<file path="src/hw/rtl/lcd_8080_window_write_sequencer_core_assert.svh">
// Assertion macros used by the LCD window write sequencer RTL.
// Depends on nothing; included by modules that carry assertions.
`ifndef LCD_8080_WINDOW_WRITE_SEQUENCER_CORE_ASSERT_SVH
`define LCD_8080_WINDOW_WRITE_SEQUENCER_CORE_ASSERT_SVH
`ifndef SYNTHESIS
// Clocked check, switched off while reset is held.
`define LWS_ASSERT(name, clk, rst_n, prop) \
    name: assert property (@(posedge clk) disable iff (!rst_n) prop) \
    else $error("lcdws assertion failed");
// Clocked check that also holds through reset.
`define LWS_ASSERT_ALWAYS(name, clk, prop) \
    name: assert property (@(posedge clk) prop) \
    else $error("lcdws assertion failed");
`else
`define LWS_ASSERT(name, clk, rst_n, prop)
`define LWS_ASSERT_ALWAYS(name, clk, prop)
`endif
`endif

</file>
<file path="src/hw/rtl/lcdws_pkg.sv">
// Package for the LCD window write sequencer: payload types, codes and
// the window word table. Depends on nothing.
package lcdws_pkg;

    localparam int COORD_BITS = 10;
    localparam int BUS_BITS   = 16;

    // Request queue between the front and the back.
    localparam int QDEPTH    = 4;
    localparam int QPTR_BITS = 2;
    localparam int QCNT_BITS = 3;

    // Request codes.
    localparam logic [1:0] OP_WINDOW  = 2'd0;
    localparam logic [1:0] OP_PIXEL   = 2'd1;
    localparam logic [1:0] OP_COMMAND = 2'd2;

    // DCS command bytes.
    localparam logic [7:0] DCS_COLUMN_ADDR = 8'h2A;
    localparam logic [7:0] DCS_PAGE_ADDR   = 8'h2B;
    localparam logic [7:0] DCS_MEM_WRITE   = 8'h2C;
    localparam logic [7:0] BYTE_MASK       = 8'hFF;

    // Word positions within a window run.
    localparam logic [3:0] WIN_COL_CMD  = 4'd0;
    localparam logic [3:0] WIN_XS_HI    = 4'd1;
    localparam logic [3:0] WIN_XS_LO    = 4'd2;
    localparam logic [3:0] WIN_XE_HI    = 4'd3;
    localparam logic [3:0] WIN_XE_LO    = 4'd4;
    localparam logic [3:0] WIN_PAGE_CMD = 4'd5;
    localparam logic [3:0] WIN_YS_HI    = 4'd6;
    localparam logic [3:0] WIN_YS_LO    = 4'd7;
    localparam logic [3:0] WIN_YE_HI    = 4'd8;
    localparam logic [3:0] WIN_YE_LO    = 4'd9;
    localparam logic [3:0] WIN_MEM_WR   = 4'd10;

    localparam logic DC_COMMAND = 1'b0;
    localparam logic DC_DATA    = 1'b1;

    typedef struct packed {
        logic [1:0]            op;
        logic [COORD_BITS-1:0] x_start;
        logic [COORD_BITS-1:0] y_start;
        logic [COORD_BITS-1:0] x_end;
        logic [COORD_BITS-1:0] y_end;
        logic [BUS_BITS-1:0]   pixel;
        logic [7:0]            command_code;
        logic                  end_of_burst;
    } t_in;

    typedef struct packed {
        logic                data_command;
        logic [BUS_BITS-1:0] bus_word;
        logic                last;
    } t_out;

    // Classified request held in the queue.
    typedef struct packed {
        logic                  is_window;
        logic [COORD_BITS-1:0] x_start;
        logic [COORD_BITS-1:0] x_end;
        logic [COORD_BITS-1:0] y_start;
        logic [COORD_BITS-1:0] y_end;
        t_out                  word;
    } t_req;

    // Status of the queue head as seen by the back end.
    typedef struct packed {
        logic vld;
        t_req head;
    } t_q_head;

    function automatic logic [7:0] hi_byte(input logic [COORD_BITS-1:0] c);
        logic [15:0] w;
        w = 16'(c);
        return w[15:8] & BYTE_MASK;
    endfunction

    function automatic logic [7:0] lo_byte(input logic [COORD_BITS-1:0] c);
        logic [15:0] w;
        w = 16'(c);
        return w[7:0] & BYTE_MASK;
    endfunction

    function automatic t_out byte_word(input logic dc, input logic [7:0] b,
                                       input logic last);
        t_out o;
        o.data_command = dc;
        o.bus_word     = BUS_BITS'(b);
        o.last         = last;
        return o;
    endfunction

    // Word at a given position of a window run.
    function automatic t_out window_word(input logic [3:0] step, input t_req r);
        t_out o;
        unique case (step)
            WIN_COL_CMD:  o = byte_word(DC_COMMAND, DCS_COLUMN_ADDR, 1'b0);
            WIN_XS_HI:    o = byte_word(DC_DATA, hi_byte(r.x_start), 1'b0);
            WIN_XS_LO:    o = byte_word(DC_DATA, lo_byte(r.x_start), 1'b0);
            WIN_XE_HI:    o = byte_word(DC_DATA, hi_byte(r.x_end), 1'b0);
            WIN_XE_LO:    o = byte_word(DC_DATA, lo_byte(r.x_end), 1'b0);
            WIN_PAGE_CMD: o = byte_word(DC_COMMAND, DCS_PAGE_ADDR, 1'b0);
            WIN_YS_HI:    o = byte_word(DC_DATA, hi_byte(r.y_start), 1'b0);
            WIN_YS_LO:    o = byte_word(DC_DATA, lo_byte(r.y_start), 1'b0);
            WIN_YE_HI:    o = byte_word(DC_DATA, hi_byte(r.y_end), 1'b0);
            WIN_YE_LO:    o = byte_word(DC_DATA, lo_byte(r.y_end), 1'b0);
            WIN_MEM_WR:   o = byte_word(DC_COMMAND, DCS_MEM_WRITE, 1'b1);
            default:      o = byte_word(DC_COMMAND, DCS_MEM_WRITE, 1'b1);
        endcase
        return o;
    endfunction

endpackage

</file>
<file path="src/hw/rtl/lcd_8080_window_write_sequencer_core.sv">
// An accepted request is written into the request queue, then loaded into the result register.
// Throughput: one result word per cycle while the result register is free or being popped;
// pixel and command requests give one word, a window request gives eleven, set by the back end's word step counter.
// Input is taken while the four-entry request queue has room.
// Reset (synchronous, active low) empties the queue and the result register.
module lcd_8080_window_write_sequencer_core import lcdws_pkg::*; (
    input  logic i_clk,
    input  logic i_rst_n,
    input  logic push,
    output logic full,
    input  t_in  i_item,
    output logic empty,
    input  logic pop,
    output t_out o_result
);

    logic    q_wr;
    t_req    q_data;
    logic    q_full;
    logic    q_rd;
    t_q_head q_head;

    // Request decode.
    lcdws_front u_front (
        .i_push   (push),
        .i_item   (i_item),
        .i_q_full (q_full),
        .o_full   (full),
        .o_q_wr   (q_wr),
        .o_q_data (q_data)
    );

    // Request queue.
    lcdws_queue u_queue (
        .i_clk     (i_clk),
        .i_rst_n   (i_rst_n),
        .i_wr      (q_wr),
        .i_wr_data (q_data),
        .i_rd      (q_rd),
        .o_full    (q_full),
        .o_head    (q_head)
    );

    // Word sequencing and result register.
    lcdws_back u_back (
        .i_clk    (i_clk),
        .i_rst_n  (i_rst_n),
        .i_q      (q_head),
        .o_q_rd   (q_rd),
        .i_pop    (pop),
        .o_empty  (empty),
        .o_result (o_result)
    );

endmodule

</file>
<file path="src/hw/rtl/lcdws_front.sv">
// Front end of the LCD window write sequencer: accepts requests, decodes
// the op code and builds queue entries. Depends on lcdws_pkg.
module lcdws_front import lcdws_pkg::*; (
    input  logic i_push,
    input  t_in  i_item,
    input  logic i_q_full,
    output logic o_full,
    output logic o_q_wr,
    output t_req o_q_data
);

    logic accept;

    // A request is taken whenever the queue has room.
    assign o_full = i_q_full;
    assign accept = i_push && !i_q_full;

    // Decode the op code; an unused code is taken and dropped.
    always_comb begin
        o_q_wr           = 1'b0;
        o_q_data.is_window = 1'b0;
        o_q_data.x_start = i_item.x_start;
        o_q_data.x_end   = i_item.x_end;
        o_q_data.y_start = i_item.y_start;
        o_q_data.y_end   = i_item.y_end;
        o_q_data.word    = byte_word(DC_COMMAND, i_item.command_code & BYTE_MASK, 1'b1);
        unique case (i_item.op)
            OP_WINDOW: begin
                o_q_wr             = accept;
                o_q_data.is_window = 1'b1;
            end
            OP_PIXEL: begin
                o_q_wr                     = accept;
                o_q_data.word.data_command = DC_DATA;
                o_q_data.word.bus_word     = i_item.pixel;
                o_q_data.word.last         = i_item.end_of_burst;
            end
            OP_COMMAND: begin
                o_q_wr = accept;
            end
            default: begin
                o_q_wr = 1'b0;
            end
        endcase
    end

endmodule

</file>
<file path="src/hw/rtl/lcdws_queue.sv">
// Short request queue that decouples the front end from the back end.
// Depends on lcdws_pkg.
module lcdws_queue import lcdws_pkg::*; (
    input  logic    i_clk,
    input  logic    i_rst_n,
    input  logic    i_wr,
    input  t_req    i_wr_data,
    input  logic    i_rd,
    output logic    o_full,
    output t_q_head o_head
);

    t_req                 r_mem [QDEPTH];
    logic [QPTR_BITS-1:0] r_wr_ptr;
    logic [QPTR_BITS-1:0] r_rd_ptr;
    logic [QCNT_BITS-1:0] r_count;
    logic [QCNT_BITS-1:0] n_count;
    logic                 do_rd;

    assign o_full      = (r_count == QCNT_BITS'(QDEPTH));
    assign o_head.vld  = (r_count != '0);
    assign o_head.head = r_mem[r_rd_ptr];
    assign do_rd       = i_rd && o_head.vld;

    // Occupancy follows the write and read transfers.
    always_comb begin
        n_count = r_count;
        if (i_wr && !do_rd) begin
            n_count = r_count + 1'b1;
        end else if (do_rd && !i_wr) begin
            n_count = r_count - 1'b1;
        end
    end

    // Pointers and count.
    always_ff @(posedge i_clk) begin
        if (!i_rst_n) begin
            r_wr_ptr <= '0;
            r_rd_ptr <= '0;
            r_count  <= '0;
        end else begin
            if (i_wr) begin
                r_wr_ptr <= r_wr_ptr + 1'b1;
            end
            if (do_rd) begin
                r_rd_ptr <= r_rd_ptr + 1'b1;
            end
            r_count <= n_count;
        end
    end

    // Entry storage.
    always_ff @(posedge i_clk) begin
        if (i_wr) begin
            r_mem[r_wr_ptr] <= i_wr_data;
        end
    end

endmodule

</file>
<file path="src/hw/rtl/lcdws_back.sv">
// Back end of the LCD window write sequencer: steps through queued
// requests and fills the result register. Depends on lcdws_pkg.
`include "lcd_8080_window_write_sequencer_core_assert.svh"
module lcdws_back import lcdws_pkg::*; (
    input  logic    i_clk,
    input  logic    i_rst_n,
    input  t_q_head i_q,
    output logic    o_q_rd,
    input  logic    i_pop,
    output logic    o_empty,
    output t_out    o_result
);

    logic [3:0] r_step;
    logic [3:0] n_step;
    logic       r_out_vld;
    t_out       r_out;
    t_out       word;
    logic       adv;
    logic       run_done;

    assign o_empty  = !r_out_vld;
    assign o_result = r_out;

    // A word moves on when the result register is free or being emptied.
    assign adv      = i_q.vld && (!r_out_vld || i_pop);
    assign run_done = !i_q.head.is_window || (r_step == WIN_MEM_WR);
    assign o_q_rd   = adv && run_done;

    // Pick the word for the current position of the run.
    always_comb begin
        if (i_q.head.is_window) begin
            word = window_word(r_step, i_q.head);
        end else begin
            word = i_q.head.word;
        end
    end

    // Window position counter.
    always_comb begin
        n_step = r_step;
        if (adv && i_q.head.is_window) begin
            n_step = (r_step == WIN_MEM_WR) ? WIN_COL_CMD : r_step + 1'b1;
        end
    end

    // Control state.
    always_ff @(posedge i_clk) begin
        if (!i_rst_n) begin
            r_step    <= WIN_COL_CMD;
            r_out_vld <= 1'b0;
        end else begin
            r_step    <= n_step;
            r_out_vld <= adv || (r_out_vld && !i_pop);
        end
    end

    // Result payload.
    always_ff @(posedge i_clk) begin
        if (adv) begin
            r_out <= word;
        end
    end

    // The run position never passes the memory-write word.
    `LWS_ASSERT(a_step_range, i_clk, i_rst_n, r_step <= WIN_MEM_WR)
    // A run in progress keeps its window request at the queue head.
    `LWS_ASSERT(a_step_head, i_clk, i_rst_n,
        (r_step != WIN_COL_CMD) |-> (i_q.vld && i_q.head.is_window))
    // The queue is popped only when a word is loaded.
    `LWS_ASSERT(a_pop_adv, i_clk, i_rst_n, o_q_rd |-> adv)
    // After the memory-write word the next run starts from the beginning.
    `LWS_ASSERT(a_wrap, i_clk, i_rst_n,
        (adv && i_q.head.is_window && r_step == WIN_MEM_WR)
        |=> (r_step == WIN_COL_CMD && r_out.last))

endmodule
</file>
<file path="config.mk">
export PLATFORM = sky130hd
export DESIGN_NAME = lcd_8080_window_write_sequencer_core
export DESIGN_NICKNAME = d
export VERILOG_FILES = /design/src/hw/rtl/lcdws_pkg.sv /design/src/hw/rtl/lcd_8080_window_write_sequencer_core.sv /design/src/hw/rtl/lcdws_front.sv /design/src/hw/rtl/lcdws_queue.sv /design/src/hw/rtl/lcdws_back.sv
export VERILOG_INCLUDE_DIRS = /design/src /design/src/hw/rtl
export SDC_FILE = /design/constraint.sdc
export NUM_CORES = 1
export LEC_CHECK = 0
export BUFFER_PORTS_ARGS = -buffer_cell sky130_fd_sc_hd__buf_2
export CORE_MARGIN = 5
export CORE_UTILIZATION = 58
export CTS_CLUSTER_DIAMETER = 60
export DETAILED_ROUTE_END_ITERATION = 16
export PLACE_DENSITY = 0.8
export SYNTH_ARGS = -nofsm -noshare
export SYNTH_HDL_FRONTEND = slang
export SYNTH_SLANG_ARGS = --single-unit
</file>
<file path="constraint.sdc">
create_clock -name i_clk -period 6.4 [get_ports i_clk]
set_clock_uncertainty 0.2 [all_clocks]
set_input_delay 0.64 -clock i_clk [delete_from_list [all_inputs] [get_ports i_clk]]
set_output_delay 0.64 -clock i_clk [all_outputs]
set_load 0.02 [all_outputs]
</file>
==> key figures, run 1 <==
Clock network
  • # resized after CTS: 0
  • CTS tree: built
  • Post-CTS Setup Inserts: 0
  • Num CTS Buffers: 27
  • Sink Count: 268
  • Clock root cell: clkbuf_16
  • Hold buffer count at CTS: 0
  • Worst-path clk slew: 0.06 ns
  • # H-tree levels: 1
  • Worst-skew pair later-pin latency: 0.52 ns
  • Clk buf depth: 3

Final layout
  • Share of layout cells above drive strength 1: 32.29%
  • Area Growth Syn to Fin: 14.09%
  • Inserted Diodes: 0
  • Fill cells: 1127
  • Register area: 7913 um^2
  • Number of nets in the layout: 698
  • Commonest cells after routing, fill and taps aside: edfxtp_1 (254), buf_2 (90), mux4_2 (59)
  • Area of the multi-input gates: 2477 um^2
  • Commonest non-fill, non-tap cell in the layout: edfxtp_1
  • Final cell count without fillers: 870

Synth
  • Yosys reg bits: 268
  • Gate Count Post-Synth: 522
  • Post-synth EDFFs: 254
  • Mean Syn Cell Area: 20.24 um^2
  • Synth Flop Type: edfxtp_1
  • Synth top area share: 72.19%
  • Synthesized area: 10570 um^2
  • Post-synth top area cell: edfxtp_1
  • Synth warn: 0
  • Syn Nets: 599
  • Post-synthesis cell type count: 52
  • Top cells by area, synth: edfxtp_1 (72%), mux4_2 (13%), dfxtp_1 (2.7%)
  • Asr flop ratio synth: 0%
  • Register area share after synthesis: 74.85%

Worst setup path
  • Startpoint types: register
  • Critical Setup Path Class: register to register
  • Crit path required time: 6.36 ns
  • Critical path's slowest cell: and2_2
  • Worst Setup End Kind: register
  • Crit-path leading delay family: simple AND/OR/NAND/NOR gates
  • Worst r2r src: u_queue.r_count[0]
  • Crit-path cells: nor3b_1, a211oi_1, and2_2, buf_4
  • R2r endpoint: u_queue.r_mem[1][21]
  • R2R depth: 4
  • CP max FO: 30
  • Largest stage delay on the critical path: 0.82 ns
  • Worst Path Arrival: 3.26 ns
  • R2r setup slk: 3.10 ns
  • WP buf/inv: 1

GRT
  • Pin count of the biggest net entering global routing: 60
  • Global-route wire length before repair: 32750 um
  • Gr ovfl total: 0
  • Vias in the first global route: 5687
  • Initial antenna violation count: 0
  • GRT Util Overall: 19.79%

Pwr
  • Total Power: 4.641 mW
  • Max IR drop VDD: 266.5 uV
  • Pwr/cell area: 385.0 nW/um^2
  • Static Leak: 4.014 nW

Flow run
  • Max Cap Viol: 0

Routing
  • Router iterations before antenna repair: 5
  • Number of DRC markers in iteration 0: 625
  • Via count: 5437
  • Post-Route WL: 21080 um
  • Post-route DRC: 0
  • DR vias/cell: 6.249
  • Wire per inst: 24.23 um
  • Post-DRT Antenna Nets: 0

STA
  • RSZ-0062 raised after global routing: false
  • Final setup viols: 0
  • Max_slew headroom: 23.10%
  • Final setup TNS: 0 ns
  • Minimum clock period: 3.301 ns
  • Hold WS: 0.1339 ns
  • Worst-Margin Slew: 1.152 ns
  • Final Cycle Share: 51.58%
  • Final hold vios: 0
  • Slew Limit Fails: 0
  • Fmax: 302.9 MHz

Placed design
  • Port buffer count: 90
  • Final RePlAce weighted congestion: 0.7843
  • Hpwl dp: 12500 um
  • Post-placement cell count: 821

Floorplan
  • Initial Util: 58.81%
  • Die footprint: 21010 um^2
  • Placeable Area: 17960 um^2
  • Die Span X: 145.0 um
  • Die Ht: 145.0 um
  • # rows: 49
  • Number of I/O pins: 91

Run status
  • Status: finished clean

Worst hold path
  • HP Start: i_item[48]
  • Hold depth: 1
  • Hold Path End: u_queue.r_mem[3][31]
  • Worst Hold Class: input port to register
[cells in the mapped netlist (2+ instances only)]
| library cell | instances |
|---|---|
| a22oi_1 | 8 |
| buf_6 | 3 |
| buf_2 | 7 |
| or3_1 | 3 |
| a21oi_1 | 11 |
| nor3b_1 | 5 |
| a22o_1 | 12 |
| and3b_1 | 2 |
| ha_1 | 5 |
| xnor2_1 | 2 |
| nand2b_1 | 4 |
| xor2_1 | 2 |
| a211oi_1 | 2 |
| o2bb2ai_1 | 4 |
| nand2_1 | 3 |
| a32oi_1 | 3 |
| mux4_2 | 59 |
| buf_4 | 2 |
| mux2_2 | 8 |
| dfxtp_1 | 14 |
| edfxtp_1 | 254 |
| nor2_1 | 22 |
| clkbuf_1 | 11 |
| inv_1 | 10 |
| mux2i_1 | 3 |
| buf_1 | 2 |
| nor2b_1 | 18 |
| o21ai_0 | 6 |
| and2_1 | 14 |
[worst reg2reg max path, stage by stage, from the launching register on]
cell      delay (ns)
dfxtp_1         0.44
nor3b_1         0.11
a211oi_1        0.77
and2_2          0.82
buf_4           0.59
[worst max-delay path by stage]
stage                  startpoint              endpoint  cells past startpoint
5_1_grt        u_queue.r_count[0]  u_queue.r_mem[1][21]                      4
3_5_place_dp           i_item[65]  u_queue.r_mem[1][16]                      4
2_1_floorplan                push   u_queue.r_mem[0][0]                      3
6_report       u_queue.r_count[0]  u_queue.r_mem[1][21]                      4
4_1_cts        u_queue.r_count[0]  u_queue.r_mem[1][21]                      4
3_3_place_gp           i_item[65]  u_queue.r_mem[1][16]                      4
[sequential cells by signal, summed over array words and instances, names as in the netlist, named ones only]
name / count
u_queue.r_mem: 236
u_back.o_result: 18
u_back.r_step: 4
u_queue.r_count: 3
u_queue.r_rd_ptr: 2
u_queue.r_wr_ptr: 2
u_back.r_out_vld: 1
[cell families (layout without fill, tap and decap cells)]
family,after synthesis,count (layout),share of synthesized area (%)
xor+xnor,4,4,0.3317
compound gates,60,60,4.323
buf+inv,36,155,1.800
simple gates,78,78,4.204
fa+ha+maj,6,6,0.7816
flops,268,268,74.85
mux,70,70,13.71
[stage by stage]
step / setup WS, ns / cell area (um^2) / utilization, %
after floorplan: 3.065 / 10570 / -
after global placement: 2.981 / 11210 / 62.40
after detailed placement: 2.783 / 11210 / 62.40
after CTS: 3.033 / 12050 / 67.10
after global routing: 2.916 / 12050 / 67.10
final: 3.099 / 12050 / 67.10
[layout make-up]
class | count | share of cell area [%]
clock buffers | 33 | 5.792
clock inverters | 16 | 1.214
flip-flops and latches | 268 | 65.64
multi-input cells | 218 | 20.55
well taps | 229 | 2.377
repair buffers | 96 | 4.110
inverters | 10 | 0.3114
[where the power goes]
part | switching [mW] | total, mW | leakage (nW) | internal, mW
logic | 0.495 | 0.860 | 1.15 | 0.365
clock network | 0.608 | 1.50 | 0.410 | 0.890
registers | 0.117 | 2.28 | 2.45 | 2.17
total | 1.22 | 4.64 | 4.01 | 3.42
[metal layers]
layer	GRT usage [%]	vias to the layer above	share of wire, %
li1	-	2344	-
met1	27.02	2834	40
met2	33.42	229	52
met3	3.305	30	6.1
met4	5.791	0	2.0
met5	0	-	0
Note: power is estimated with default switching activity, not from simulation.
==> run 2, diff against run 1 <==
==> constraint.sdc (replaced) <==
create_clock -name i_clk -period 3.1 [get_ports i_clk]
set_clock_uncertainty 0.2 [all_clocks]
set_input_delay 0.31 -clock i_clk [delete_from_list [all_inputs] [get_ports i_clk]]
set_output_delay 0.31 -clock i_clk [all_outputs]
set_load 0.02 [all_outputs]
==> key figures, run 2 (synthesized netlist as in run 1, its figures left out) <==
Run status
  • Status: finished clean

STA
  • Final setup viols: 0
  • Final Cycle Share: 87.62%
  • Fmax: 368.2 MHz
  • Max_slew headroom: 65.40%
  • Worst-Margin Slew: 0.5179 ns
  • Final setup TNS: 0 ns
  • RSZ-0062 raised after global routing: false
  • Final hold vios: 0
  • Minimum clock period: 2.716 ns
  • Slew Limit Fails: 0

Routing
  • Via count: 5793
  • Router iterations before antenna repair: 5
  • Wire per inst: 25.11 um
  • Post-Route WL: 23830 um
  • Number of DRC markers in iteration 0: 660
  • Post-route DRC: 0
  • DR vias/cell: 6.104
  • Post-DRT Antenna Nets: 0

GRT
  • Global-route wire length before repair: 36370 um
  • Gr ovfl total: 0
  • Pin count of the biggest net entering global routing: 60
  • Initial antenna violation count: 1
  • Vias in the first global route: 6002
  • GRT Util Overall: 22.23%

Clock network
  • CTS tree: built
  • Clock root cell: clkbuf_16
  • Worst-path clk slew: 0.06 ns
  • Post-CTS Setup Inserts: 0
  • # H-tree levels: 1
  • # resized after CTS: 0
  • Clk buf depth: 3
  • Worst-skew pair later-pin latency: 0.53 ns
  • Hold buffer count at CTS: 67
  • Num CTS Buffers: 28
  • Sink Count: 268

Worst setup path
  • Crit path required time: 3.35 ns
  • Startpoint types: register
  • R2r setup slk: 0.38 ns
  • Worst Path Arrival: 2.96 ns
  • R2r endpoint: u_queue.r_count[2]
  • Worst Setup End Kind: register
  • Critical Setup Path Class: register to register
  • R2R depth: 9
  • CP max FO: 11

Floorplan
  • Die Span X: 145.0 um
  • # rows: 49
  • Number of I/O pins: 91
  • Initial Util: 58.81%
  • Placeable Area: 17960 um^2
  • Die Ht: 145.0 um
  • Die footprint: 21010 um^2

Final layout
  • Commonest cells after routing, fill and taps aside: edfxtp_1 (254), buf_2 (90), dlygate4sd3_1 (67)
  • Final cell count without fillers: 949
  • Final instance area: 13000 um^2
  • Area of the multi-input gates: 2477 um^2
  • Area Growth Syn to Fin: 23.02%
  • Number of nets in the layout: 775
  • Register area: 7913 um^2
  • Max reg flops: 236
  • Util after Layout: 72.35%
  • Share of layout cells above drive strength 1: 31.15%
  • Fill cells: 1042
  • Most flops, register: u_queue.r_mem
  • Commonest non-fill, non-tap cell in the layout: edfxtp_1

Pwr
  • Static Leak: 4.414 nW
  • Pwr/cell area: 788.1 nW/um^2
  • Total Power: 10.24 mW
  • Max IR drop VDD: 485.7 uV

Worst hold path
  • Hold Path End: u_queue.r_wr_ptr[1]
  • Worst Hold Class: input port to register
  • HP Start: i_rst_n
  • Hold depth: 3

Placed design
  • Post-placement cell count: 830
  • Final RePlAce weighted congestion: 0.7918
  • Port buffer count: 90
  • Placed cell areas: 11340 um^2
  • Hpwl dp: 12650 um

Flow run
  • Max Cap Viol: 0
## run 2: cell count changes in the layout (fill, tap and decap cells not counted), sizes merged, moves of 3 or more
cell	before	now
buf	96	105
dlygate4sd3	0	67
clkinvlp	0	3
bufinv	3	6
clkinv	12	9
## run 2: how the worst max path moves through the flow
stage                    endpoint  slack (ns)  depth (start not counted)
3_5_place_dp   u_queue.r_count[2]        0.37                          9
5_1_grt        u_queue.r_count[2]        0.16                          9
2_1_floorplan  u_queue.r_count[2]        0.47                          8
3_3_place_gp   u_queue.r_count[2]        0.45                          9
4_1_cts        u_queue.r_count[2]        0.35                          9
6_report       u_queue.r_count[2]        0.38                          9
## run 2: metal layers
layer / GRT usage (%) / routed length (um)
met4: 6.968 / 775
met1: 29.99 / 9043
met2: 38.15 / 12520
met3: 3.056 / 1491
met5: 0 / 0
## run 2: per-stage QoR
stage          hold WS, ns  worst slack [ns]
6_report           0.01907            0.3839
5_1_grt            0.05097            0.1556
4_1_cts            0.01308            0.3496
3_5_place_dp        0.3096            0.3660
3_3_place_gp        0.2905            0.4523
2_1_floorplan       0.2089            0.4706
## run 2: layout make-up
class | instances | area share (%)
Clock buffer | 32 | 5.670
Tap cell | 229 | 2.204
Multi-Input combinational cell | 218 | 19.06
Antenna cell | 1 | 0.01925
Clock inverter | 19 | 1.906
Sequential cell | 268 | 60.88
Inverter | 10 | 0.2888
Timing Repair Buffer | 172 | 9.973
## run 2: report_power, final
group,switching [mW],internal (mW)
logic,1.18,0.863
registers,0.177,4.47
clock network,1.36,2.20
## run 2: worst max-delay path: stages (launching register included)
cell and delay, ns:
dfxtp_4 0.50, mux4_2 0.56, a211oi_2 0.33, inv_1 0.08
ha_1 0.21, inv_1 0.07, fa_1 0.17, xor2_1 0.08
or3_1 0.31, a21oi_1 0.14
==> run 3, diff against run 2 <==
--- a/config.mk
+++ b/config.mk
@@ -7,11 +7,11 @@
 export NUM_CORES = 1
 export LEC_CHECK = 0
 export BUFFER_PORTS_ARGS = -buffer_cell sky130_fd_sc_hd__buf_2
-export CORE_MARGIN = 5
 export CORE_UTILIZATION = 58
 export CTS_CLUSTER_DIAMETER = 60
 export DETAILED_ROUTE_END_ITERATION = 16
 export PLACE_DENSITY = 0.8
+export REMOVE_ABC_BUFFERS = 1
 export SYNTH_ARGS = -nofsm -noshare
 export SYNTH_HDL_FRONTEND = slang
 export SYNTH_SLANG_ARGS = --single-unit
==> constraint.sdc (replaced) <==
create_clock -name i_clk -period 3.1 [get_ports i_clk]
set_clock_uncertainty 0.2 [all_clocks]
set_input_delay 0.31 -clock i_clk [delete_from_list [all_inputs] [get_ports i_clk]]
set_output_delay 0.31 -clock i_clk [all_outputs]
set_load 0.1 [all_outputs]
==> key figures, run 3 (synthesized netlist as in run 1, its figures left out) <==
STA
  • Max_slew headroom: 63.52%
  • Setup WS post-layout: 0.4994 ns
  • Worst-Margin Slew: 0.5461 ns
  • Hold WS: 0.01741 ns
  • Final hold vios: 0
  • Final setup viols: 0
  • Slew Limit Fails: 0
  • Minimum clock period: 2.601 ns
  • RSZ-0062 raised after global routing: false
  • Fmax: 384.5 MHz
  • Final Cycle Share: 83.89%

Worst setup path
  • Critical Setup Path Class: register to register
  • Crit-path cells: or4bb_1, a211oi_2, inv_1, ha_1, inv_1, fa_1, xor2_1, or3_1, a21oi_1
  • Critical path's slowest cell: or4bb_1
  • Largest stage delay on the critical path: 0.54 ns
  • Crit-path most repeated cell: inv_1
  • WP buf/inv: 2
  • CP max FO: 4
  • Crit-path leading delay family: simple AND/OR/NAND/NOR gates
  • Worst Setup End Kind: register
  • Worst Path Arrival: 2.85 ns
  • Crit path required time: 3.35 ns
  • Startpoint types: register

GRT
  • Vias in the first global route: 5893
  • GRT Util Overall: 23.49%
  • Initial antenna violation count: 1
  • Global-route wire length before repair: 32160 um
  • Pin count of the biggest net entering global routing: 60
  • Gr ovfl total: 0

Final layout
  • Commonest non-fill, non-tap cell in the layout: edfxtp_1
  • Commonest cells after routing, fill and taps aside: edfxtp_1 (254), buf_2 (90), dlygate4sd3_1 (65)
  • Final instance area: 12860 um^2
  • Final cell count without fillers: 940
  • Area Growth Syn to Fin: 21.73%
  • Max reg flops: 236
  • Number of nets in the layout: 771
  • Most flops, register: u_queue.r_mem
  • Share of layout cells above drive strength 1: 30.81%

Clock network
  • # resized after CTS: 0
  • Num CTS Buffers: 26
  • Clock root cell: clkbuf_16
  • Worst-path clk slew: 0.06 ns
  • Clk buf depth: 3
  • Sink Count: 268
  • Post-CTS Setup Inserts: 0
  • Worst-skew pair later-pin latency: 0.52 ns
  • # H-tree levels: 1
  • CTS tree: built
  • Hold buffer count at CTS: 65

Routing
  • Post-route DRC: 0
  • Met1 wire length: 8622 um
  • Number of DRC markers in iteration 0: 426
  • DR vias/cell: 6.050
  • Via count: 5687
  • Wire per inst: 22.45 um
  • Router iterations before antenna repair: 5
  • Post-DRT Antenna Nets: 0
  • Post-Route WL: 21100 um
  • Detail Route met3 WL: 1284 um
  • Max layer used: met4
  • Met2 WL: 10640 um

Worst hold path
  • Worst Hold Class: input port to register

Floorplan
  • Initial Util: 60.25%
  • Die Span X: 137.0 um
  • Placeable Area: 17540 um^2
  • Die Ht: 137.0 um
  • Number of I/O pins: 91
  • Die footprint: 18760 um^2
  • # rows: 48

Pwr
  • Total Power: 10.58 mW
  • Pwr/cell area: 822.7 nW/um^2
  • Max IR drop VDD: 847.0 uV
  • Static Leak: 4.362 nW

Flow run
  • Max Cap Viol: 0

Placed design
  • Worst slack at placement: 0.5628 ns
  • Hpwl dp: 11570 um
  • Post-placement cell count: 826
  • Placed cell areas: 11330 um^2
  • Final RePlAce weighted congestion: 0.7399
  • Port buffer count: 90

Run status
  • Status: finished clean
==> run 3: metrics by stage <==
step	TNS, ns	utilization, %
after CTS	0	73.32
after detailed placement	0	64.63
final	0	73.34
after global routing	0	73.34
after global placement	0	64.63
after floorplan	-430.92	-
==> run 3: final cells by class <==
class                           count  area [um^2]
Fill cell                         992         4676
Clock inverter                     14        171.4
Antenna cell                        1        2.502
Tap cell                          225        281.5
Multi-Input combinational cell    218         2477
Timing Repair Buffer              170         1276
Inverter                           10        37.54
Clock buffer                       34        701.9
Sequential cell                   268         7913
==> run 3: power breakdown <==
group	switching (mW)	internal (mW)	total (mW)
registers	0.151	4.46	4.61
clock network	1.26	1.93	3.18
logic	1.92	0.860	2.78
total	3.33	7.25	10.6
==> run 3: worst reg2reg max path, delay by kind of cell (launching register included) <==
family	cells	cell delay, ns
AND/OR/NAND/NOR	2	0.85
AO/OA/AOI/OAI	2	0.51
adder cells (fa/ha/maj)	2	0.39
flip-flops	1	0.34
buffers and inverters	2	0.16
XOR/XNOR	1	0.08
==> run 3: worst paths after layout <==
path,start,cells past startpoint,end,slack (ns)
setup / recovery,u_back.r_step[3],9,u_queue.r_count[2],0.50
hold reg to reg,u_queue.r_count[2],2,u_queue.r_count[2],0.34
setup reg to reg,u_back.r_step[3],9,u_queue.r_count[2],0.50
hold / removal,i_item[19],2,u_queue.r_mem[1][11],0.02
==> run 3: per-layer routing <==
layer	vias to the layer above	global-route usage [%]
li1	2485	-
met1	2892	32.36
met2	256	38.86
met3	54	3.259
met4	0	8.364
met5	-	0
